<file path="config.mk">
export PLATFORM = sky130hd
export DESIGN_NAME = bfsa_fifo
export DESIGN_NICKNAME = d
export VERILOG_FILES = /design/src/hdl/bfsa_pkg.sv /design/src/hdl/bfsa_fifo.sv
export SDC_FILE = /design/constraint.sdc
export NUM_CORES = 1
export LEC_CHECK = 0
export BUFFER_PORTS_ARGS = -buffer_cell sky130_fd_sc_hd__buf_2
export CAP_MARGIN = 5
export CORE_ASPECT_RATIO = 2
export CORE_MARGIN = 3
export CORE_UTILIZATION = 51
export DETAILED_ROUTE_END_ITERATION = 12
export GPL_ROUTABILITY_DRIVEN = 0
export PLACE_DENSITY = 0.76
export SLEW_MARGIN = 5
export SYNTH_ARGS = -nofsm -noshare
export SYNTH_HDL_FRONTEND = slang
export SYNTH_SLANG_ARGS = --single-unit
</file>
<file path="constraint.sdc">
create_clock -name clk -period 1.85 [get_ports clk]
set_input_delay 0.0925 -clock clk [delete_from_list [all_inputs] [get_ports clk]]
set_output_delay 0.0925 -clock clk [all_outputs]
set_load 0.01 [all_outputs]
</file>
<file path="src/hdl/bfsa_pkg.sv">
// ----------------------------------------------------------------------------
// bfsa_pkg
// Shared types, field layout and codes of the bev scatter-add core.
// ----------------------------------------------------------------------------
package bfsa_pkg;

  // default grid and queue sizes
  localparam int DEF_GRID_X      = 64;
  localparam int DEF_GRID_Y      = 64;
  localparam int DEF_GRID_Z      = 1;
  localparam int DEF_CHANNELS    = 16;
  localparam int DEF_QUEUE_DEPTH = 4;

  // field widths
  localparam int NUM_AXES   = 3;
  localparam int COORD_W    = 32;
  localparam int WEIGHT_W   = 16;
  localparam int FEAT_W     = 16;
  localparam int CHAN_W     = 4;
  localparam int INDEX_W    = 16;
  localparam int ACC_W      = 32;
  localparam int STATUS_W   = 3;
  localparam int FUNC_W     = 2;
  localparam int PROD_W     = WEIGHT_W + FEAT_W + 1;
  localparam int CONTRIB_W  = PROD_W - 10;
  localparam int STORE_DEPTH = 1 << INDEX_W;

  // stream payload layout
  localparam int IN_WEIGHT_LO = NUM_AXES * COORD_W;
  localparam int IN_FEAT_LO   = IN_WEIGHT_LO + WEIGHT_W;
  localparam int IN_CHAN_LO   = IN_FEAT_LO + FEAT_W;
  localparam int IN_RIDX_LO   = IN_CHAN_LO + CHAN_W;
  localparam int IN_USED_W    = IN_RIDX_LO + INDEX_W;
  localparam int IN_DATA_W    = ((IN_USED_W + 7) / 8) * 8;
  localparam int OUT_DATA_W   = ((ACC_W + INDEX_W + 7) / 8) * 8;

  // configuration port
  localparam int CFG_ADDR_W = 5;
  localparam int CFG_DATA_W = 32;
  localparam int REG_IDX_W  = 3;
  localparam logic [REG_IDX_W-1:0] REG_X_ORIGIN    = 3'd0;
  localparam logic [REG_IDX_W-1:0] REG_Y_ORIGIN    = 3'd1;
  localparam logic [REG_IDX_W-1:0] REG_Z_ORIGIN    = 3'd2;
  localparam logic [REG_IDX_W-1:0] REG_X_INV_STEP  = 3'd3;
  localparam logic [REG_IDX_W-1:0] REG_Y_INV_STEP  = 3'd4;
  localparam logic [REG_IDX_W-1:0] REG_Z_INV_STEP  = 3'd5;
  localparam logic [REG_IDX_W-1:0] REG_WEIGHT_FLOOR = 3'd6;

  // item function codes (the spare code reads like a plain read)
  localparam logic [FUNC_W-1:0] FUNC_ACC        = 2'd0;
  localparam logic [FUNC_W-1:0] FUNC_READ       = 2'd1;
  localparam logic [FUNC_W-1:0] FUNC_READ_CLEAR = 2'd2;

  // result status codes
  localparam logic [STATUS_W-1:0] ST_ADDED   = 3'd0;
  localparam logic [STATUS_W-1:0] ST_OUTSIDE = 3'd1;
  localparam logic [STATUS_W-1:0] ST_WEAK    = 3'd2;
  localparam logic [STATUS_W-1:0] ST_SAT     = 3'd3;
  localparam logic [STATUS_W-1:0] ST_READ    = 3'd4;

  // work the back end does for one queued item
  typedef enum logic [1:0] {
    OP_ADD,
    OP_READ,
    OP_CLEAR,
    OP_DROP
  } op_t;

  typedef struct packed {
    op_t                         op;
    logic [INDEX_W-1:0]          addr;
    logic signed [CONTRIB_W-1:0] contrib;
    logic [STATUS_W-1:0]         status;
  } qent_t;

  typedef struct packed {
    logic [COORD_W-1:0]  x_origin;
    logic [COORD_W-1:0]  y_origin;
    logic [COORD_W-1:0]  z_origin;
    logic [COORD_W-1:0]  x_inv_step;
    logic [COORD_W-1:0]  y_inv_step;
    logic [COORD_W-1:0]  z_inv_step;
    logic [WEIGHT_W-1:0] weight_floor;
  } cfg_t;

  // back end status seen by the front end
  typedef struct packed {
    logic clearing;
    logic pop;
  } bk_stat_t;

endpackage

</file>
<file path="src/hdl/bfsa_fifo.sv">
// ----------------------------------------------------------------------------
// bfsa_fifo
// Short queue of classified items between the front and back ends.
// ----------------------------------------------------------------------------
module bfsa_fifo #(
  parameter int DEPTH = bfsa_pkg::DEF_QUEUE_DEPTH
) (
  input  logic            clk,
  input  logic            rst_n,
  input  logic            push,
  input  bfsa_pkg::qent_t wdata,
  input  logic            pop,
  output bfsa_pkg::qent_t rdata,
  output logic            not_empty
);
  import bfsa_pkg::*;

  localparam int PTR_W = $clog2(DEPTH);
  localparam int CNT_W = $clog2(DEPTH + 1);
  localparam logic [PTR_W-1:0] PTR_LAST = PTR_W'(DEPTH - 1);

  qent_t             slot_r [DEPTH];
  logic [PTR_W-1:0]  wptr_r;
  logic [PTR_W-1:0]  rptr_r;
  logic [CNT_W-1:0]  count_r;

  assign rdata     = slot_r[rptr_r];
  assign not_empty = (count_r != '0);

  // pointers and fill count
  always_ff @(posedge clk) begin
    if (!rst_n) begin
      wptr_r  <= '0;
      rptr_r  <= '0;
      count_r <= '0;
    end else begin
      if (push) wptr_r <= (wptr_r == PTR_LAST) ? '0 : wptr_r + PTR_W'(1);
      if (pop)  rptr_r <= (rptr_r == PTR_LAST) ? '0 : rptr_r + PTR_W'(1);
      case ({push, pop})
        2'b10:   count_r <= count_r + CNT_W'(1);
        2'b01:   count_r <= count_r - CNT_W'(1);
        default: count_r <= count_r;
      endcase
    end
  end

  // slot storage
  always_ff @(posedge clk) begin
    if (push) slot_r[wptr_r] <= wdata;
  end

endmodule

</file>
## Word level (Yosys, flattened, before mapping)

Memory sizes are Yosys's and may differ from the RTL's. A register that Yosys moved wholly into a read port is not among the register bits.
Index checks and enable logic that the tools add are counted.

- Register bits: 7
- RAM bits: 176
- Input port bits: 48
- Output and inout bits: 45
- Memories: 1

- Add/subtract/negate cells: 4
- Eq/ne operators: 4
- Multiplexer cells: 7
- Reductions and logical operators: 2

Memory list:

| name | words | width | read ports | clocked after Yosys merged registers in | write ports | line | source |
|---|---|---|---|---|---|---|---|
| slot_r | 4 | 44 | 1 | 1 | 1 | bfsa_fifo.sv:22 | `qent_t slot_r [DEPTH];` |

Operators by type and width:

| kind | count |
|---|---|
| two-way mux 2 bit | 4 |
| == test 2 bit, second input constant | 3 |
| case mux 3 bit (2 select lines) | 1 |
| adder 2 x 1 -> 2 bit, second input constant | 2 |
| adder 3 x 1 -> 3 bit, second input constant | 1 |
| nonzero test 3 bit | 1 |
| subtractor 3 x 1 -> 3 bit, second input constant | 1 |
| == test 2 x 1 -> 1 bit, second input constant | 1 |
| two-way mux 1 bit | 2 |
| nonzero test 2 bit | 1 |

## Depth between registers and ports, before layout

Gate-level depths: netlist of the first run.

- Depth after elaboration: 4
- Mapped depth: 6

## Worst setup path after synthesis of the first run

Ideal clock, no wire load.

- Path type: flip-flop to flip-flop
- Start point: reg wptr_r[0]
- End point: mem slot_r[3][0] in the netlist's numbering, enable pin
- Arrival time: 1.610 ns
- Slack: -0.165 ns
- Stages on the path, launching flop included: 3
- Buffers on the path: 0
- Clock period less this slack: 2.015 ns
- Path through: dfxtp_1 > ha_1 > and2_1

RTL lines:

| item | line | source |
|---|---|---|
| start, declared | bfsa_fifo.sv:23 | `logic [PTR_W-1:0] wptr_r;` |
| start signal, assigned | bfsa_fifo.sv:37 | `if (push) wptr_r <= (wptr_r == PTR_LAST) ? '0 : wptr_r + PTR_W'(1);` |
| end, declared | bfsa_fifo.sv:22 |  |

Straight into the memory's write port.

==> impl_metrics.yaml, run 1 <==
timing:
  drv_slew: 0
  relSlewSlack_pct: 80.7
  tns_ns: 0
  fmax_mhz: 542
  hold_viol: 0
  fin_crit_ns: 1.85
  finClkSkew_ns: 0.00921
  finalSetupViolCount: 0
  setup_ws_ns: 0.00396
  worst_slew_pin_slew_ns: 0.289
  rsz0062_at_grt: "yes"
  fin_crit_sh_pct: 99.8
cts:
  postCtsSetupRepairBufs: 0
  clk_path_buf_depth: 2
  cts_tree: "built"
  insertion_delay_ns: 0.41
  htreeDepth: 4
  clock-sinks: 185
  clk_pin_slew_ns: 0.06
  cts_made_buffers: 17
  cts-root-buf: "clkbuf_16"
final_layout:
  mostFrequentLayoutCells: "176 x edfxtp_1, 72 x buf_2, 45 x dlygate4sd3_1"
  stdcell_count: 589
  final_common_cell: "edfxtp_1"
  drive_above_1_share_pct: 39.4
  nets: 480
  final_area_mm2: 0.00863
  multi_input_area_mm2: 0.00127
  seq_area_mm2: 0.00547
  num_antenna_cells: 0
  fillers: 861
  syn2layout_area_growth_pct: 25.8
floorplanning:
  die_area_mm2: 0.0150
  die_x_um: 88.0
  die_h_um: 170
  start_util_pct: 52.5
  row_count: 59
  coreArea_mm2: 0.0131
  io_pins: 93
logic_synthesis:
  synth-compound-area-share_pct: 0.365
  synth_area_per_cell_um2: 25.2
  synth_top_area_cell: "edfxtp_1"
  synth_cell_types: 21
  syn_inst: 272
  yosysSeqAreaShare_pct: 79.7
  synthXorXnorAreaFrac_pct: 0.255
  synth_top_family_by_area: "multiplexers"
  synth_area_leaders: "edfxtp_1 77%, mux4_2 13%, dfxtp_1 2.6%"
  synth_seq_cells: 185
  syn-cell-area_mm2: 0.00686
  synth_simple_gate_area_share_pct: 1.31
  yosysTopAreaCellShare_pct: 77.1
  ys_warn_count: 0
  muxShareOfSynthArea_pct: 15.1
  syn_nets: 327
  yosys.area_share.adder_pct: 1.39
global_route:
  grtUsageTotal_pct: 17.6
  grt_pass1_wl_mm: 19.0
  grt_pass1_vias: 3545
  grt_max_degree: 45
  antenna_found_initial: 0
  overflow: 0
worst_hold_path:
  hold_class: "in2reg"
  whs_endpoint: "wptr_r[1]"
  holdPathStages: 3
  worstHoldStart: "push"
critical_path:
  worstPathMaxFanout: 30
  reg2reg_to: "count_r[2]"
  crit_required_ns: 1.76
  critical_path.max_stage_delay_ns: 0.56
  ff2ff_path_depth: 4
  critPathCaptureType: "output port"
  reg2reg_from: "count_r[0]"
  cp_top_family: "multiplexers"
  r2r_slack_ns: 0.32
  cp_slowest_cell: "mux4_2"
  path_cells: "buf_16 > mux4_2 > buf_2"
  worst_ep_arrival_time_ns: 1.75
  critPathLaunchType: "register"
  cp_num_buf_inv: 2
  crit_type: "reg2out"
run:
  cap_viol_max_count: 0
detailed_routing:
  num_vias: 3207
  wl_per_cell_um: 20.6
  drtIter0Drc: 191
  dr.pass1.iters: 4
  ant_nets: 0
  wirelength_mm: 12.1
  vias_per_cell: 5.44
  route.detailed.drc: 0
status:
  status: "complete, no violations"
power_and_ir_drop:
  p_per_area_mw_per_mm2: 1030
  vdd_ir_drop_max_v: 0.000810
  power.total_mw: 8.85
  leakage_nw: 2.98
placed_design:
  dpl.hpwl_mm: 7.15
  dp_worst_setup_slack_ns: 0.193
  port-buffer-count: 92
  place_inst: 513
  postPlaceCellArea_mm2: 0.00753
==> sequential cells by signal, summed over array words and instances, names as in the netlist, named ones only <==
name     flops
count_r      3
wptr_r       2
rptr_r       2
slot_r     176
==> cells in the mapped netlist <==
| library cell | instances |
|---|---|
| edfxtp_1 | 176 |
| clkbuf_2 | 1 |
| ha_1 | 6 |
| dfxtp_1 | 9 |
| o21ai_0 | 1 |
| inv_1 | 3 |
| mux4_2 | 40 |
| nor2b_1 | 5 |
| buf_6 | 1 |
| nor3b_1 | 2 |
| a21oi_1 | 1 |
| fa_1 | 1 |
| xnor2_1 | 2 |
| buf_12 | 4 |
| mux2i_1 | 3 |
| mux4_1 | 4 |
| buf_2 | 4 |
| o21a_1 | 1 |
| a21boi_0 | 1 |
| and2_1 | 5 |
| or3_1 | 2 |
==> per-stage QoR <==
stage	hold slack, ns	util, %
after global placement	0.302	57.6
after floorplan	0.191	-
after detailed placement	0.309	57.6
after global routing	0.0493	66.0
after CTS	0.0236	65.7
final	0.0424	66.0
==> routing by layer <==
metal | vias to the layer above | GRT usage (%) | wire (um)
met5 | - | 0 | 0
met4 | 0 | 6.75 | 239
met3 | 12 | 4.26 | 393
met2 | 69 | 31.7 | 7150
met1 | 1670 | 19.7 | 4340
li1 | 1456 | - | -
==> tightest hold or removal path, delay by kind of cell <==
family | cells | cell delay [ns]
buffers and inverters | 1 | 0.13
and+or+nand+nor | 1 | 0.10
muxes | 1 | 0.08
==> worst max-delay path by stage <==
stage	startpoint	end	cells past startpoint
after floorplan	wptr_r[0]	slot_r[3][0]	2
after global placement	push	count_r[2]	7
after detailed placement	push	count_r[2]	7
after CTS	register	rdata[7]	3
after global routing	register	rdata[7]	3
final	register	rdata[9]	3
==> timing repair <==
action,in CTS,in global routing
gates resized for setup,16,6
hold endpoints to repair,185,0
hold buffers,45,0
setup endpoints to repair,38,34
==> logic make-up after synthesis <==
kind of cell	count (synthesis)
flops	185
mux	47
simple gates	14
buf+inv	13
fa+ha+maj	7
compound gates	4
xor+xnor	2
==> report_power, final <==
part,leakage [nW],switching [mW],internal (mW),total [mW]
combinational,1.04,0.433,0.496,0.929
sequential,1.69,0.0506,4.77,4.82
clock,0.249,1.41,1.70,3.10
total,2.98,1.89,6.96,8.85
==> area by class of cell <==
class / instances / share of cell area, %
flip-flops and latches: 185 / 63.4
inverters: 3 / 0.131
clock buffers: 18 / 4.98
repair buffers: 144 / 13.6
clock inverters: 13 / 0.943
well taps: 152 / 2.20
multi-input cells: 74 / 14.7
Note: power is estimated with default switching activity, not from simulation.
==> run 2, diff against run 1 <==
--- a/config.mk
+++ b/config.mk
@@ -12,7 +12,7 @@
 export CORE_UTILIZATION = 51
 export DETAILED_ROUTE_END_ITERATION = 12
 export GPL_ROUTABILITY_DRIVEN = 0
-export PLACE_DENSITY = 0.76
+export PLACE_DENSITY = 0.81
 export SLEW_MARGIN = 5
 export SYNTH_ARGS = -nofsm -noshare
 export SYNTH_HDL_FRONTEND = slang
==> run 2 against run 1 <==
Against the previous run: combinational power grew 0.9%; routed wire length shrank 0.96%; non-clock buffer count grew 4; worst setup slack gained 0.0096 ns; maximum frequency grew 0.52%; utilization grew 0.85 points; critical path type unchanged; largest power group unchanged; highest routed layer unchanged.
==> impl_metrics.yaml, run 2 (same netlist as run 1, synthesis figures left out) <==
final_layout:
  top_regs: "slot_r: 176 flops, count_r: 3 flops"
  nets: 484
  final_common_cell: "edfxtp_1"
  syn2layout_area_growth_pct: 27.4
  drive_above_1_share_pct: 40.4
  largest_register_ffs: 176
  fillers: 820
  fin_util_pct: 66.9
  mostFrequentLayoutCells: "176 x edfxtp_1, 71 x buf_2, 45 x dlygate4sd3_1"
  top_register: "slot_r"
global_route:
  overflow: 0
  grtUsageTotal_pct: 17.4
  grt_pass1_vias: 3503
  grt_max_degree: 45
  antenna_found_initial: 0
  grt_pass1_wl_mm: 18.9
critical_path:
  cp_slowest_cell: "mux4_1"
  critPathLaunchType: "register"
  crit_required_ns: 1.76
  worstPathMaxFanout: 5
  crit_type: "reg2out"
  cp_top_family: "multiplexers"
  critPathCaptureType: "output port"
  cp_num_buf_inv: 2
  worst_ep_arrival_time_ns: 1.74
  path_cells: "buf_4 > mux4_1 > buf_2"
  critical_path.max_stage_delay_ns: 0.58
floorplanning:
  start_util_pct: 52.5
  io_pins: 93
  die_area_mm2: 0.0150
  coreArea_mm2: 0.0131
  die_x_um: 88.0
  die_h_um: 170
  row_count: 59
detailed_routing:
  drtIter0Drc: 224
  num_vias: 3218
  dr.pass1.iters: 4
  vias_per_cell: 5.42
  ant_nets: 0
  route.detailed.drc: 0
  wl_per_cell_um: 20.2
  wirelength_mm: 12.0
cts:
  cts_tree: "built"
  cts_made_buffers: 17
  clk_path_buf_depth: 2
  clock-sinks: 185
  htreeDepth: 4
  insertion_delay_ns: 0.41
  clk_pin_slew_ns: 0.06
  cts-root-buf: "clkbuf_16"
timing:
  fmax_mhz: 545
  finalSetupViolCount: 0
  tns_ns: 0
  finClkSkew_ns: 0.00846
  worst_slew_pin_slew_ns: 0.350
  hold_viol: 0
  drv_slew: 0
  fin_crit_sh_pct: 99.3
  relSlewSlack_pct: 76.7
  rsz0062_at_grt: "yes"
  fin_crit_ns: 1.84
worst_hold_path:
  hold_class: "in2reg"
run:
  cap_viol_max_count: 0
power_and_ir_drop:
  leakage_nw: 3.02
  p_per_area_mw_per_mm2: 1050
  vdd_ir_drop_max_v: 0.000829
placed_design:
  dpl.hpwl_mm: 7.21
  port-buffer-count: 92
status:
  status: "complete, no violations"
[run 2: cell types whose count changed in the layout (fill, tap and decap cells not counted), sizes merged]
| cell | before | now |
|---|---|---|
| buf | 99 | 103 |
| bufinv | 0 | 2 |
| diode | 0 | 1 |
| inv | 5 | 6 |
| clkinv | 9 | 6 |
[run 2: area by class of cell]
type / instances / area (um^2) / share of cell area, %
Clock buffer: 18 / 429 / 4.91
Inverter: 3 / 11.3 / 0.129
Clock inverter: 13 / 144 / 1.65
Sequential cell: 185 / 5470 / 62.6
Timing Repair Buffer: 148 / 1220 / 14.0
Antenna cell: 1 / 2.50 / 0.0286
Tap cell: 152 / 190 / 2.18
Multi-Input combinational cell: 74 / 1260 / 14.5
[run 2: final timing paths]
check              from          to  slack, ns  cells after the start
max            register   rdata[30]       0.01                      3
min                push   wptr_r[1]       0.05                      3
max reg2reg  count_r[0]  count_r[2]       0.32                      4
min reg2reg  count_r[2]  count_r[2]       0.54                      2
[run 2: power breakdown]
group | total (mW) | switching, mW | internal [mW] | leakage, nW
Clock | 3.44 | 1.45 | 1.99 | 0.272
Sequential | 4.82 | 0.0543 | 4.77 | 1.69
Combinational | 0.937 | 0.430 | 0.507 | 1.06
Total | 9.20 | 1.93 | 7.27 | 3.02
[run 2: metal layers]
layer / share of wire, % / wire length (um) / global-route usage [%] / up-vias
met5: 0 / 0 / 0 / -
met4: 1.5 / 178 / 6.01 / 0
met3: 3.3 / 394 / 4.36 / 11
met2: 57 / 6900 / 30.6 / 67
met1: 38 / 4530 / 20.4 / 1671
li1: - / - / - / 1469
[run 2: per-stage QoR]
step	power, mW	std cells	setup slack [ns]	hold slack (ns)	area (um^2)
final	9.20	594	0.0136	0.0508	8740
after CTS	9.21	593	-0.0227	0.0378	8630
after detailed placement	5.70	515	0.157	0.312	7570
after global routing	9.52	593	-0.0595	0.0669	8730
after global placement	5.66	515	0.271	0.301	7570
after floorplan	5.37	272	0.302	0.191	6860
[run 2: worst min-delay path: stages]
cell     delay, ns
buf_2         0.13
mux2i_1       0.08
nor2b_1       0.11
[run 2: what timing repair did]
item | 4_1_cts | 5_1_grt
endpoints found under the hold margin | 185 | 0
resized for setup | 4 | 18
buffers inserted | 2 | 0
hold buffers | 45 | 0
pin swaps | 0 | 0
setup endpoints to repair | 36 | 34
