File: src/hdl/bfsa_pkg.sv
// ----------------------------------------------------------------------------
// bfsa_pkg
// Shared types, field layout and codes of the bev scatter-add core.
// ----------------------------------------------------------------------------
package bfsa_pkg;

  // default grid and queue sizes
  localparam int DEF_GRID_X      = 64;
  localparam int DEF_GRID_Y      = 64;
  localparam int DEF_GRID_Z      = 1;
  localparam int DEF_CHANNELS    = 16;
  localparam int DEF_QUEUE_DEPTH = 4;

  // field widths
  localparam int NUM_AXES   = 3;
  localparam int COORD_W    = 32;
  localparam int WEIGHT_W   = 16;
  localparam int FEAT_W     = 16;
  localparam int CHAN_W     = 4;
  localparam int INDEX_W    = 16;
  localparam int ACC_W      = 32;
  localparam int STATUS_W   = 3;
  localparam int FUNC_W     = 2;
  localparam int PROD_W     = WEIGHT_W + FEAT_W + 1;
  localparam int CONTRIB_W  = PROD_W - 10;
  localparam int STORE_DEPTH = 1 << INDEX_W;

  // stream payload layout
  localparam int IN_WEIGHT_LO = NUM_AXES * COORD_W;
  localparam int IN_FEAT_LO   = IN_WEIGHT_LO + WEIGHT_W;
  localparam int IN_CHAN_LO   = IN_FEAT_LO + FEAT_W;
  localparam int IN_RIDX_LO   = IN_CHAN_LO + CHAN_W;
  localparam int IN_USED_W    = IN_RIDX_LO + INDEX_W;
  localparam int IN_DATA_W    = ((IN_USED_W + 7) / 8) * 8;
  localparam int OUT_DATA_W   = ((ACC_W + INDEX_W + 7) / 8) * 8;

  // configuration port
  localparam int CFG_ADDR_W = 5;
  localparam int CFG_DATA_W = 32;
  localparam int REG_IDX_W  = 3;
  localparam logic [REG_IDX_W-1:0] REG_X_ORIGIN    = 3'd0;
  localparam logic [REG_IDX_W-1:0] REG_Y_ORIGIN    = 3'd1;
  localparam logic [REG_IDX_W-1:0] REG_Z_ORIGIN    = 3'd2;
  localparam logic [REG_IDX_W-1:0] REG_X_INV_STEP  = 3'd3;
  localparam logic [REG_IDX_W-1:0] REG_Y_INV_STEP  = 3'd4;
  localparam logic [REG_IDX_W-1:0] REG_Z_INV_STEP  = 3'd5;
  localparam logic [REG_IDX_W-1:0] REG_WEIGHT_FLOOR = 3'd6;

  // item function codes (the spare code reads like a plain read)
  localparam logic [FUNC_W-1:0] FUNC_ACC        = 2'd0;
  localparam logic [FUNC_W-1:0] FUNC_READ       = 2'd1;
  localparam logic [FUNC_W-1:0] FUNC_READ_CLEAR = 2'd2;

  // result status codes
  localparam logic [STATUS_W-1:0] ST_ADDED   = 3'd0;
  localparam logic [STATUS_W-1:0] ST_OUTSIDE = 3'd1;
  localparam logic [STATUS_W-1:0] ST_WEAK    = 3'd2;
  localparam logic [STATUS_W-1:0] ST_SAT     = 3'd3;
  localparam logic [STATUS_W-1:0] ST_READ    = 3'd4;

  // work the back end does for one queued item
  typedef enum logic [1:0] {
    OP_ADD,
    OP_READ,
    OP_CLEAR,
    OP_DROP
  } op_t;

  typedef struct packed {
    op_t                         op;
    logic [INDEX_W-1:0]          addr;
    logic signed [CONTRIB_W-1:0] contrib;
    logic [STATUS_W-1:0]         status;
  } qent_t;

  typedef struct packed {
    logic [COORD_W-1:0]  x_origin;
    logic [COORD_W-1:0]  y_origin;
    logic [COORD_W-1:0]  z_origin;
    logic [COORD_W-1:0]  x_inv_step;
    logic [COORD_W-1:0]  y_inv_step;
    logic [COORD_W-1:0]  z_inv_step;
    logic [WEIGHT_W-1:0] weight_floor;
  } cfg_t;

  // back end status seen by the front end
  typedef struct packed {
    logic clearing;
    logic pop;
  } bk_stat_t;

endpackage

File: src/hdl/bfsa_cfg.sv
// ----------------------------------------------------------------------------
// bfsa_cfg
// Register file behind the configuration port: grid origins, reciprocal
// cell sizes and the weight floor.
// ----------------------------------------------------------------------------
module bfsa_cfg (
  input  logic                            clk,
  input  logic                            rst_n,
  input  logic                            cfg_psel,
  input  logic                            cfg_penable,
  input  logic                            cfg_pwrite,
  input  logic [bfsa_pkg::CFG_ADDR_W-1:0] cfg_paddr,
  input  logic [bfsa_pkg::CFG_DATA_W-1:0] cfg_pwdata,
  output logic [bfsa_pkg::CFG_DATA_W-1:0] cfg_prdata,
  output logic                            cfg_pready,
  output bfsa_pkg::cfg_t                  cfg
);
  import bfsa_pkg::*;

  cfg_t                 cfg_r;
  logic [REG_IDX_W-1:0] reg_idx;
  logic                 wr_en;

  assign reg_idx    = cfg_paddr[CFG_ADDR_W-1:2];
  assign cfg_pready = 1'b1;
  assign wr_en      = cfg_psel && cfg_penable && cfg_pwrite && cfg_pready;
  assign cfg        = cfg_r;

  // register writes
  always_ff @(posedge clk) begin
    if (!rst_n) begin
      cfg_r.x_origin     <= '0;
      cfg_r.y_origin     <= '0;
      cfg_r.z_origin     <= '0;
      cfg_r.x_inv_step   <= 32'h0001_0000;
      cfg_r.y_inv_step   <= 32'h0001_0000;
      cfg_r.z_inv_step   <= 32'h0001_0000;
      cfg_r.weight_floor <= 16'd1;
    end else if (wr_en) begin
      case (reg_idx)
        REG_X_ORIGIN:     cfg_r.x_origin     <= cfg_pwdata;
        REG_Y_ORIGIN:     cfg_r.y_origin     <= cfg_pwdata;
        REG_Z_ORIGIN:     cfg_r.z_origin     <= cfg_pwdata;
        REG_X_INV_STEP:   cfg_r.x_inv_step   <= cfg_pwdata;
        REG_Y_INV_STEP:   cfg_r.y_inv_step   <= cfg_pwdata;
        REG_Z_INV_STEP:   cfg_r.z_inv_step   <= cfg_pwdata;
        REG_WEIGHT_FLOOR: cfg_r.weight_floor <= cfg_pwdata[WEIGHT_W-1:0];
        default: ;
      endcase
    end
  end

  // read mux
  always_comb begin
    case (reg_idx)
      REG_X_ORIGIN:     cfg_prdata = cfg_r.x_origin;
      REG_Y_ORIGIN:     cfg_prdata = cfg_r.y_origin;
      REG_Z_ORIGIN:     cfg_prdata = cfg_r.z_origin;
      REG_X_INV_STEP:   cfg_prdata = cfg_r.x_inv_step;
      REG_Y_INV_STEP:   cfg_prdata = cfg_r.y_inv_step;
      REG_Z_INV_STEP:   cfg_prdata = cfg_r.z_inv_step;
      REG_WEIGHT_FLOOR: cfg_prdata = CFG_DATA_W'(cfg_r.weight_floor);
      default:          cfg_prdata = '0;
    endcase
  end

endmodule

File: config.mk
export PLATFORM = sky130hd
export DESIGN_NAME = bfsa_cfg
export DESIGN_NICKNAME = d
export VERILOG_FILES = /design/src/hdl/bfsa_pkg.sv /design/src/hdl/bfsa_cfg.sv
export SDC_FILE = /design/constraint.sdc
export NUM_CORES = 1
export LEC_CHECK = 0
export ABC_AREA = 1
export BUFFER_PORTS_ARGS = -buffer_cell sky130_fd_sc_hd__buf_2
export CELL_PAD_IN_SITES_DETAIL_PLACEMENT = 0
export CELL_PAD_IN_SITES_GLOBAL_PLACEMENT = 1
export CORE_AREA = 2 2 165 167
export DETAILED_ROUTE_END_ITERATION = 8
export DIE_AREA = 0 0 167 169
export PLACE_DENSITY = 0.95
export SETUP_SLACK_MARGIN = 0.3
export SYNTH_ARGS = -nofsm -noshare
export SYNTH_HDL_FRONTEND = slang
export SYNTH_SLANG_ARGS = --single-unit
File: constraint.sdc
create_clock -name clk -period 2.9 [get_ports clk]
set_clock_uncertainty 0.2 [all_clocks]
set_input_delay 0.58 -clock clk [delete_from_list [all_inputs] [get_ports clk]]
set_output_delay 0.58 -clock clk [all_outputs]
set_load 0.05 [all_outputs]
# After elaboration in Yosys (flattened, before gate mapping)
# Index checks and enable logic that the tools add are counted.
# W data, S select, Z words.
# word_totals
regBits,208
# op_classes
n_eq_ne,6
mux,1
reduce_logical,10
# ops
cell,count
$pmux W32 S7,1
$reduce_and A2 Y1,7
$eq A3 B3 Y1 const B,3
$eq A3 B2 Y1 const B,2
$eq A3 B1 Y1 const B,1
$logic_not A3 Y1,1
$logic_and A1 B1 Y1,2

# Logic depth before layout (Yosys ltp)
# Gate-level depths: netlist of the first run.
# logic_depth
ltp_word,3
mapped_depth,9
depth_no_buf,7

# Worst setup path after synthesis of the first run
# No wires, ideal clock.
# synth_path
path_type,input to output
start,in cfg_paddr[2] in the netlist's numbering
end,out cfg_prdata[18] in the netlist's numbering
arrival_time_ns,1.694
required_ns,2.120
path_slack_ns,0.426
stages,8
n_path_buf,2
path_cell_list,buf_4 > nand2_1 > nor2_2 > buf_2 > nand2_1 > nand2_1 > nor2_1 > nand2_1
# synth_via
elab_chain_len,2
# synth_rtl
item,line_no,text
"start, declared",bfsa_cfg.sv:12,"input logic [bfsa_pkg::CFG_ADDR_W-1:0] cfg_paddr,"
"$eq A3 B3 Y1, or another cell as far along",bfsa_cfg.sv:55,case (reg_idx)
$pmux W32 S7 (*),bfsa_cfg.sv:55,
"end, declared",bfsa_cfg.sv:14,"output logic [bfsa_pkg::CFG_DATA_W-1:0] cfg_prdata,"
# Every way passes the cells marked *; elsewhere a longest branch is shown, timed or not.

# Final worst setup path of the first run
# layout_path
start,in cfg_paddr[3] in the netlist's numbering
end,out cfg_prdata[1] in the netlist's numbering
# The elaborated chain is that of the path after synthesis.

==> run_results.csv, run 1 <==
group,metric,value,unit
run_status,status,"finished clean",
floorplanning,die_w,167,um
worst_setup_path,crit_fanout,18,
drt,wirelength,38070,um
floorplanning,chipHeight,169,um
logic_synthesis,synthesis.nets,1679,
worst_setup_path,startpoint_type,"primary input",
finish,mostFrequentLayoutCells,"nand2_1, nor2_1, buf_2",
logic_synthesis,ys_seq_area_frac,0.4080,
worst_setup_path,rrSetupSlack,2.07,ns
finish,diodes,0,
drt,antenna_left,0,
floorplanning,fp.dieArea,28220,um2
grt,antenna_found_initial,0,
finish,drive_gt1_frac,0.2081,
floorplanning,core,26500,um2
cts,clock_path_buffers,3,
worst_setup_path,timing.rr.start,"cfg[124]",
cts,insertion_delay,0.52,ns
worst_setup_path,critPathRequiredTime,2.12,ns
worst_setup_path,crit_path_end_kind,"primary output",
timing,setup_viol_count_final,0,
logic_synthesis,ys_seq_elements,208,
drt,wl_per_cell,17.11,um
logic_synthesis,netlist_area,10200,um2
worst_setup_path,critical_path_class,"primary input to primary output",
logic_synthesis,avgSynthCellArea,6.234,um2
pwr,p_per_area,521.8,nW/um2
run,max_cap_violations,0,
cts,clock_sinks,208,
drt,vias,11186,
drt,wl_met2,18420,um
finish,regArea,4164,um2
timing,rsz0062_at_grt,"yes",
cts,tritoncts,"yes",
logic_synthesis,synth_top_cell_area_share,0.4080,
pwr,power.total,6.776,mW
worst_setup_path,critPathLaunch,"cfg_paddr[3]",
min_path,hold_class,"primary input to flip-flop",
drt,drt-met1-wl,14650,um
finish,largest_reg_flops,208,
drt,firstDrtPassIters,5,
grt,grt_max_degree,81,
drt,remaining_drc_errors,0,
timing,period_minus_slack,2.550,ns
drt,drt_iter0_drc,1018,
timing,finalSetupTns,0,ns
min_path,hold_end,"cfg[0]",
min_path,hp-start,"cfg_pwdata[0]",
place,port_buffers,279,
place,place_congestion,0.9245,
finish,num-fill-cells,2752,
cts,cts_buffers,24,
grt,grt_pass1_wl,56660,um
logic_synthesis,yosys-top-cells-area,"dfxtp_1, nor2_1, nand2_1, nand3_1, nand4_1",
place,hpwl,26340,um
worst_setup_path,r2r.worst_path.cells,2,
worst_setup_path,r2r-end,"cfg[124]",
finish,mostFrequentLayoutCell,"nand2_1",
logic_synthesis,syn_inst,1637,
logic_synthesis,synth_cell_types,19,
finish,layout.nets,1910,
cts,cts_htree_levels,1,
finish,multi_input_area,5175,um2
logic_synthesis,yosysWarnings,0,
timing,finalCritPeriodShare,0.8792,
worst_setup_path,arrival,1.77,ns
grt,grt_pass1_vias,9856,
floorplanning,ios,283,
place,post-place-ws,0.1319,ns
logic_synthesis,post-synth-top-area-cell,"dfxtp_1",
floorplanning,rows,60,
drt,highest_layer,"met4",
min_path,holdPathStages,3,
timing,hold_viol_final,0,
cts,root_buffer,"clkbuf_16",
timing,worst_slack,0.3504,ns
drt,dr_wl_met3,3399,um
grt,track_usage,0.2531,
timing,holdWs,0.07549,ns
pwr,leakagePower,6.513,nW
cts,path_clk_slew,0.06,ns
finish,area_growth,27.26,%
floorplanning,start_util,0.3851,
timing,clock.fmax,0.3922,GHz
drt,viasPerCell,5.027,
timing,final-max-slew-violation-count,0,
pwr,vdd_ir_drop_max,0.0003396,V
grt,gr-total-overflow,0,
## final cells by class
class,instances,share of cell area
Sequential cell,208,0.3206
Multi-Input combinational cell,1238,0.3985
Inverter,69,0.02091
Tap cell,341,0.03285
Clock inverter,3,0.003950
Timing Repair Buffer,327,0.1649
Clock buffer,39,0.05829
## critical path, stage by stage
cell      delay (ns)
buf_4           0.20
nand2_1         0.09
nor2_2          0.15
buf_8           0.20
nand2_1         0.07
nand2_1         0.05
nor2_1          0.04
nand2_1         0.12
clkbuf_4        0.25
## worst max-delay path by stage
stage	endpoint	slack, ns	cells past startpoint
floorplan	cfg_prdata[18]	0.43	8
global placement	cfg_prdata[12]	0.14	8
detailed placement	cfg_prdata[12]	0.13	8
CTS	cfg_prdata[12]	0.26	8
global route	cfg_prdata[22]	0.28	10
finish	cfg_prdata[1]	0.35	9
## power by group
group,internal (mW),leakage (nW),switching [mW],total (mW)
combinational,0.201,4.43,0.565,0.766
clock,1.86,0.398,1.22,3.09
sequential,2.90,1.68,0.0299,2.93
## per-layer routing
layer,global-route usage,vias to the layer above
met5,0,-
met4,0.1008,0
met3,0.05331,87
met2,0.4477,526
met1,0.2995,4996
li1,-,5577
## cell families after synthesis
kind of cell	after synthesis	synth area share
AOI/OAI and AO/OA	4	0.001962
buffers and inverters	191	0.08901
DFF	208	0.4080
other	1	0.0003675
and+or+nand+nor	1233	0.5006
## Yosys cell counts
master	count
nand2_2	1
inv_1	65
nand3_1	198
inv_4	2
nand3_2	2
clkbuf_1	19
o21ai_0	4
nand2_1	473
buf_4	22
buf_1	18
buf_2	59
nor2_2	7
dfxtp_1	208
buf_6	4
inv_2	2
nor2_4	3
nand4_1	71
conb_1	1
nor2_1	478
## metrics by stage
step                area [um2]  cells    util
finish                   12990   2225  0.4900
global placement         12020   2179  0.4535
floorplan                10200   1637       -
global route             12990   2225  0.4900
CTS                      12890   2221  0.4865
detailed placement       12020   2179  0.4535
## what timing repair did
action	4_1_cts	5_1_grt
endpoints found under the setup margin	32	22
gates cloned	0	2
resized for setup	25	10
hold buffers	0	0
pin swaps	0	2
setup buffers	0	2
Power figures use the tool's default switching activity.
==> inputs of run 2 (changes only) <==
- CELL_PAD_IN_SITES_DETAIL_PLACEMENT: 0 -> 1
- RECOVER_POWER: unset -> 100
==> run 2 against run 1 <==
Against the previous run:
- total power rose by 6.2%
- utilization up 0.64 points
- setup slack worse by 0.087 ns
- sequential share of layout area down 0.41 points
==> run_results.csv, run 2 (same netlist as run 1, synthesis figures left out) <==
group,metric,value,unit
drt,antenna_left,0,
worst_setup_path,startpoint_type,"primary input",
finish,area_growth,28.92,%
worst_setup_path,timing.rr.start,"cfg[194]",
cts,cts_buffers,24,
cts,insertion_delay,0.52,ns
run,max_cap_violations,0,
floorplanning,start_util,0.3851,
timing,tightest_slew,1.408,ns
worst_setup_path,path_buf_inv,6,
worst_setup_path,rrSetupSlack,1.92,ns
worst_setup_path,r2r-end,"cfg[194]",
drt,drt_iter0_drc,1137,
drt,wirelength,47510,um
grt,track_usage,0.3055,
finish,largest_reg_flops,208,
worst_setup_path,critPathRequiredTime,2.12,ns
grt,gr-total-overflow,0,
timing,finalCritPeriodShare,0.9092,
floorplanning,die_w,167,um
cts,cts_htree_levels,1,
worst_setup_path,crit_path_end_kind,"primary output",
timing,setup_viol_count_final,0,
worst_setup_path,critPathMaxStageDelay,0.20,ns
finish,regArea,4164,um2
grt,grt_pass1_vias,12178,
place,hpwl,30570,um
timing,period_minus_slack,2.637,ns
finish,num-fill-cells,3560,
timing,hold_viol_final,0,
drt,remaining_drc_errors,0,
drt,viasPerCell,5.553,
pwr,power.total,7.194,mW
cts,clock_path_buffers,3,
floorplanning,rows,60,
timing,worst_slack,0.2634,ns
finish,mostFrequentLayoutCell,"nand2_1",
floorplanning,ios,283,
cts,holdBufCountCts,0,
worst_setup_path,cp_common_cell,"nand2_1",
floorplanning,chipHeight,169,um
worst_setup_path,crit_fanout,15,
worst_setup_path,arrival,1.86,ns
cts,path_clk_slew,0.06,ns
min_path,hold_end,"cfg[0]",
place,place_congestion,0.9245,
finish,layout.nets,1920,
drt,firstDrtPassIters,5,
pwr,vdd_ir_drop_max,0.0003913,V
floorplanning,core,26500,um2
finish,multi_input_area,5162,um2
grt,grt_max_degree,81,
grt,grt_pass1_wl,68140,um
timing,holdWs,0.09558,ns
timing,relSlewSlack,0.06118,
worst_setup_path,crit_path_top_delay_cell,"nor2_1",
cts,clock_sinks,208,
finish,mostFrequentLayoutCells,"nand2_1, nor2_1, buf_2",
pwr,p_per_area,546.8,nW/um2
finish,drive_gt1_frac,0.2099,
finish,fin_area,13160,um2
timing,rsz0062_at_grt,"yes",
worst_setup_path,r2r.worst_path.cells,2,
drt,wl_per_cell,21.24,um
finish,diodes,0,
timing,finalSetupTns,0,ns
min_path,hp-start,"cfg_pwdata[0]",
place,port_buffers,279,
min_path,hold_class,"primary input to flip-flop",
cts,root_buffer,"clkbuf_16",
grt,antenna_found_initial,0,
pwr,leakagePower,6.593,nW
worst_setup_path,critical-path-top-delay-family,"buffers and inverters",
min_path,holdPathStages,3,
timing,final-max-slew-violation-count,0,
place,post_dp_cell_area,12020,um2
worst_setup_path,critical_path_class,"primary input to primary output",
cts,tritoncts,"yes",
worst_setup_path,worstPathCellList,"buf_6, clkinv_8, nand2_1, nor2_1, buf_12, clkbuf_16, nand2_1, nand2_1, inv_1, nand2_1, buf_12",
place,post-place-ws,0.1473,ns
drt,vias,12421,
timing,clock.fmax,0.3793,GHz
run_status,status,"finished clean",
floorplanning,fp.dieArea,28220,um2
run 2: changes by cell type in the layout (fill, tap and decap cells not counted), sizes merged:
cell | before | now
clkinvlp | 0 | 3
clkbuf | 45 | 44
inv | 69 | 67
clkinv | 2 | 9
buf | 321 | 322
bufinv | 1 | 5
run 2: cell type report:
cell class	count	share of cell area
clock buffers	29	0.05174
repair buffers	337	0.1699
well taps	341	0.03243
multi-input cells	1238	0.3924
inverters	69	0.02111
clock inverters	15	0.01588
flip-flops and latches	208	0.3165
run 2: worst max-delay path by stage:
| stage | to | start | cells past startpoint | slack (ns) |
|---|---|---|---|---|
| 6_report | cfg_prdata[16] | cfg_paddr[2] | 11 | 0.26 |
| 4_1_cts | cfg_prdata[27] | cfg_paddr[3] | 10 | 0.30 |
| 3_5_place_dp | cfg_prdata[12] | cfg_paddr[3] | 8 | 0.15 |
| 5_1_grt | cfg[85] | cfg_paddr[4] | 9 | 0.14 |
| 3_3_place_gp | cfg_prdata[12] | cfg_paddr[3] | 8 | 0.14 |
| 2_1_floorplan | cfg_prdata[18] | cfg_paddr[2] | 8 | 0.43 |
run 2: report_power, final:
group	internal (mW)	total, mW	switching (mW)
registers	2.89	2.93	0.0336
logic	0.212	0.820	0.607
clock network	2.12	3.45	1.33
total	5.22	7.19	1.97
run 2: metal layers:
| layer | track usage | share of wire | vias to the layer above |
|---|---|---|---|
| met5 | 0 | 0 | - |
| met4 | 0.1788 | 0.074 | 0 |
| met3 | 0.06687 | 0.078 | 212 |
| met2 | 0.5548 | 0.49 | 610 |
| met1 | 0.3259 | 0.35 | 6000 |
| li1 | - | - | 5599 |
run 2: metrics by stage:
stage                     utilization  std cells
final                          0.4965       2237
after global routing           0.4965       2237
after CTS                      0.4903       2223
after detailed placement       0.4535       2179
after global placement         0.4535       2179
after floorplan                     -       1637
run 2: what timing repair did:
item / CTS / global route
resized for setup: 32 / 16
setup buffers: 0 / 8
pin swaps: 0 / 2
setup endpoints to repair: 32 / 27
gates cloned: 0 / 6
run 2: worst register-to-register path, stage by stage, from the launching register on:
cell	delay, ns
dfxtp_1	0.33
nor2_1	0.20
nor2_1	0.13
==> inputs of run 3 (changes only) <==
- SETUP_SLACK_MARGIN: 0.3 -> 0.1
==> run 3 against run 2 <==
Against the previous run:
- via count shrank 3.6%
- cell count shrank 0.63%
- global-route usage shrank 0.080 points
- highest routed layer unchanged
==> run_results.csv, run 3 (same netlist as run 1, synthesis figures left out) <==
group,metric,value,unit
finish,num-fill-cells,3696,
finish,largest_reg_flops,208,
finish,layout.nets,1906,
floorplanning,core,26500,um2
pwr,p_clk_frac,0.481,
drt,drt_iter0_drc,960,
floorplanning,rows,60,
cts,tritoncts,"yes",
floorplanning,die_w,167,um
timing,tightest_slew,1.244,ns
worst_setup_path,critical_path_class,"primary input to primary output",
grt,grt_pass1_vias,12145,
worst_setup_path,startpoint_type,"primary input",
finish,stdcell_count,2223,
worst_setup_path,critical-path-top-delay-family,"buffers and inverters",
drt,dr_wl_met3,3327,um
grt,antenna_found_initial,0,
place,port_buffers,279,
cts,clock_sinks,208,
timing,final-max-slew-violation-count,0,
min_path,hold_class,"primary input to flip-flop",
pwr,power.internal,5.185,mW
drt,wl_per_cell,19.93,um
place,hpwl,30570,um
run,max_cap_violations,0,
cts,cts_setup_buffers,0,
pwr,vdd_ir_drop_max,0.0003842,V
finish,drive_gt1_frac,0.09139,
cts,cts_buffers,24,
drt,wirelength,44320,um
cts,cts_htree_levels,1,
pwr,p_sw_frac,0.2704,
worst_setup_path,crit_path_end_kind,"primary output",
timing,rsz0062_at_grt,"yes",
finish,area_growth,23.35,%
pwr,power.net_switching,1.922,mW
finish,diodes,0,
worst_setup_path,crit_fanout,33,
worst_setup_path,path_buf_inv,3,
finish,mostFrequentLayoutCells,"nor2_1, nand2_1, clkbuf_1",
run_status,status,"finished clean",
pwr,pwr-share-seq,0.412,
grt,gr-total-overflow,0,
place,dp_cells,2179,
timing,holdWs,0.09626,ns
drt,wl_met2,22050,um
drt,drt-met1-wl,16150,um
floorplanning,fp.dieArea,28220,um2
finish,utilization,0.4750,
drt,remaining_drc_errors,0,
drt,antenna_left,0,
grt,grt_max_degree,81,
worst_setup_path,crit_path_top_delay_cell,"buf_4",
drt,vias,11980,
pwr,combPwrFrac,0.107,
worst_setup_path,critPathRequiredTime,2.12,ns
timing,finalCritPeriodShare,0.9566,
worst_setup_path,arrival,1.99,ns
floorplanning,start_util,0.3851,
timing,finalSetupTns,0,ns
grt,grt_pass1_wl,67930,um
grt,track_usage,0.3047,
cts,clock_path_buffers,3,
finish,mostFrequentLayoutCell,"nor2_1",
drt,firstDrtPassIters,5,
floorplanning,chipHeight,169,um
timing,relSlewSlack,0.1708,
pwr,leakagePower,5.561,nW
cts,path_clk_slew,0.06,ns
timing,period_minus_slack,2.774,ns
floorplanning,ios,283,
cts,insertion_delay,0.52,ns
worst_setup_path,rrSetupSlack,1.97,ns
worst_setup_path,worstPathCellList,"buf_2, buf_4, nand4_1, nand2_1, nor2_1, nand2_1, clkbuf_2",
drt,highest_layer,"met4",
place,place_congestion,0.9245,
worst_setup_path,cp_common_cell,"nand2_1",
cts,root_buffer,"clkbuf_16",
timing,clock.fmax,0.3605,GHz
drt,viasPerCell,5.389,
worst_setup_path,critPathMaxStageDelay,0.41,ns
pwr,p_per_area,564.7,nW/um2
timing,setup_viol_count_final,0,
timing,hold_viol_final,0,
==> run 3: what timing repair did <==
item	4_1_cts	5_1_grt
hold endpoints to repair	0	0
gates resized for setup	0	6
setup endpoints to repair	0	17
hold buffers	0	0
==> run 3: power groups by stage <==
stage,clock network (mW),logic [mW],registers (mW)
CTS,3.44,0.769,2.93
floorplan,0,0.376,3.11
detailed placement,0,0.759,2.99
global route,3.57,0.809,2.93
global placement,0,0.737,2.99
finish,3.42,0.762,2.93
==> run 3: path summary, 6_finish.rpt <==
path | start | end | depth (start not counted)
setup reg to reg | cfg[170] | cfg[170] | 2
setup / recovery | cfg_paddr[2] | cfg_prdata[14] | 7
hold / removal | cfg_pwdata[0] | cfg[0] | 3
hold reg to reg | cfg[25] | cfg[25] | 2
==> run 3: worst min-delay path, cell delays in order <==
cell	delay, ns
buf_2	0.09
nand2_1	0.05
nand3_1	0.07
==> run 3: cell type report <==
| type | count | area [um2] | area share |
|---|---|---|---|
| clock buffer | 29 | 680.7 | 0.05408 |
| clock inverter | 15 | 209.0 | 0.01660 |
| inverter | 69 | 265.3 | 0.02107 |
| multi-input combinational | 1238 | 5137 | 0.4082 |
| sequential | 208 | 4164 | 0.3308 |
| tap | 341 | 426.7 | 0.03390 |
| timing repair buffer | 323 | 1704 | 0.1354 |
==> run 3: stage by stage <==
| step | setup WS, ns | area [um2] | power (mW) |
|---|---|---|---|
| final | 0.1260 | 12590 | 7.107 |
| after global routing | 0.05477 | 12590 | 7.311 |
| after CTS | 0.1319 | 12910 | 7.136 |
| after floorplan | 0.4265 | 10200 | 3.487 |
| after global placement | 0.1352 | 12020 | 3.723 |
| after detailed placement | 0.1473 | 12020 | 3.748 |
==> run 3: per-layer routing <==
| layer | vias up | GRT usage |
|---|---|---|
| met1 | 5739 | 0.3266 |
| met2 | 523 | 0.5529 |
| met3 | 150 | 0.06523 |
| met5 | - | 0 |
| li1 | 5568 | - |
| met4 | 0 | 0.1777 |
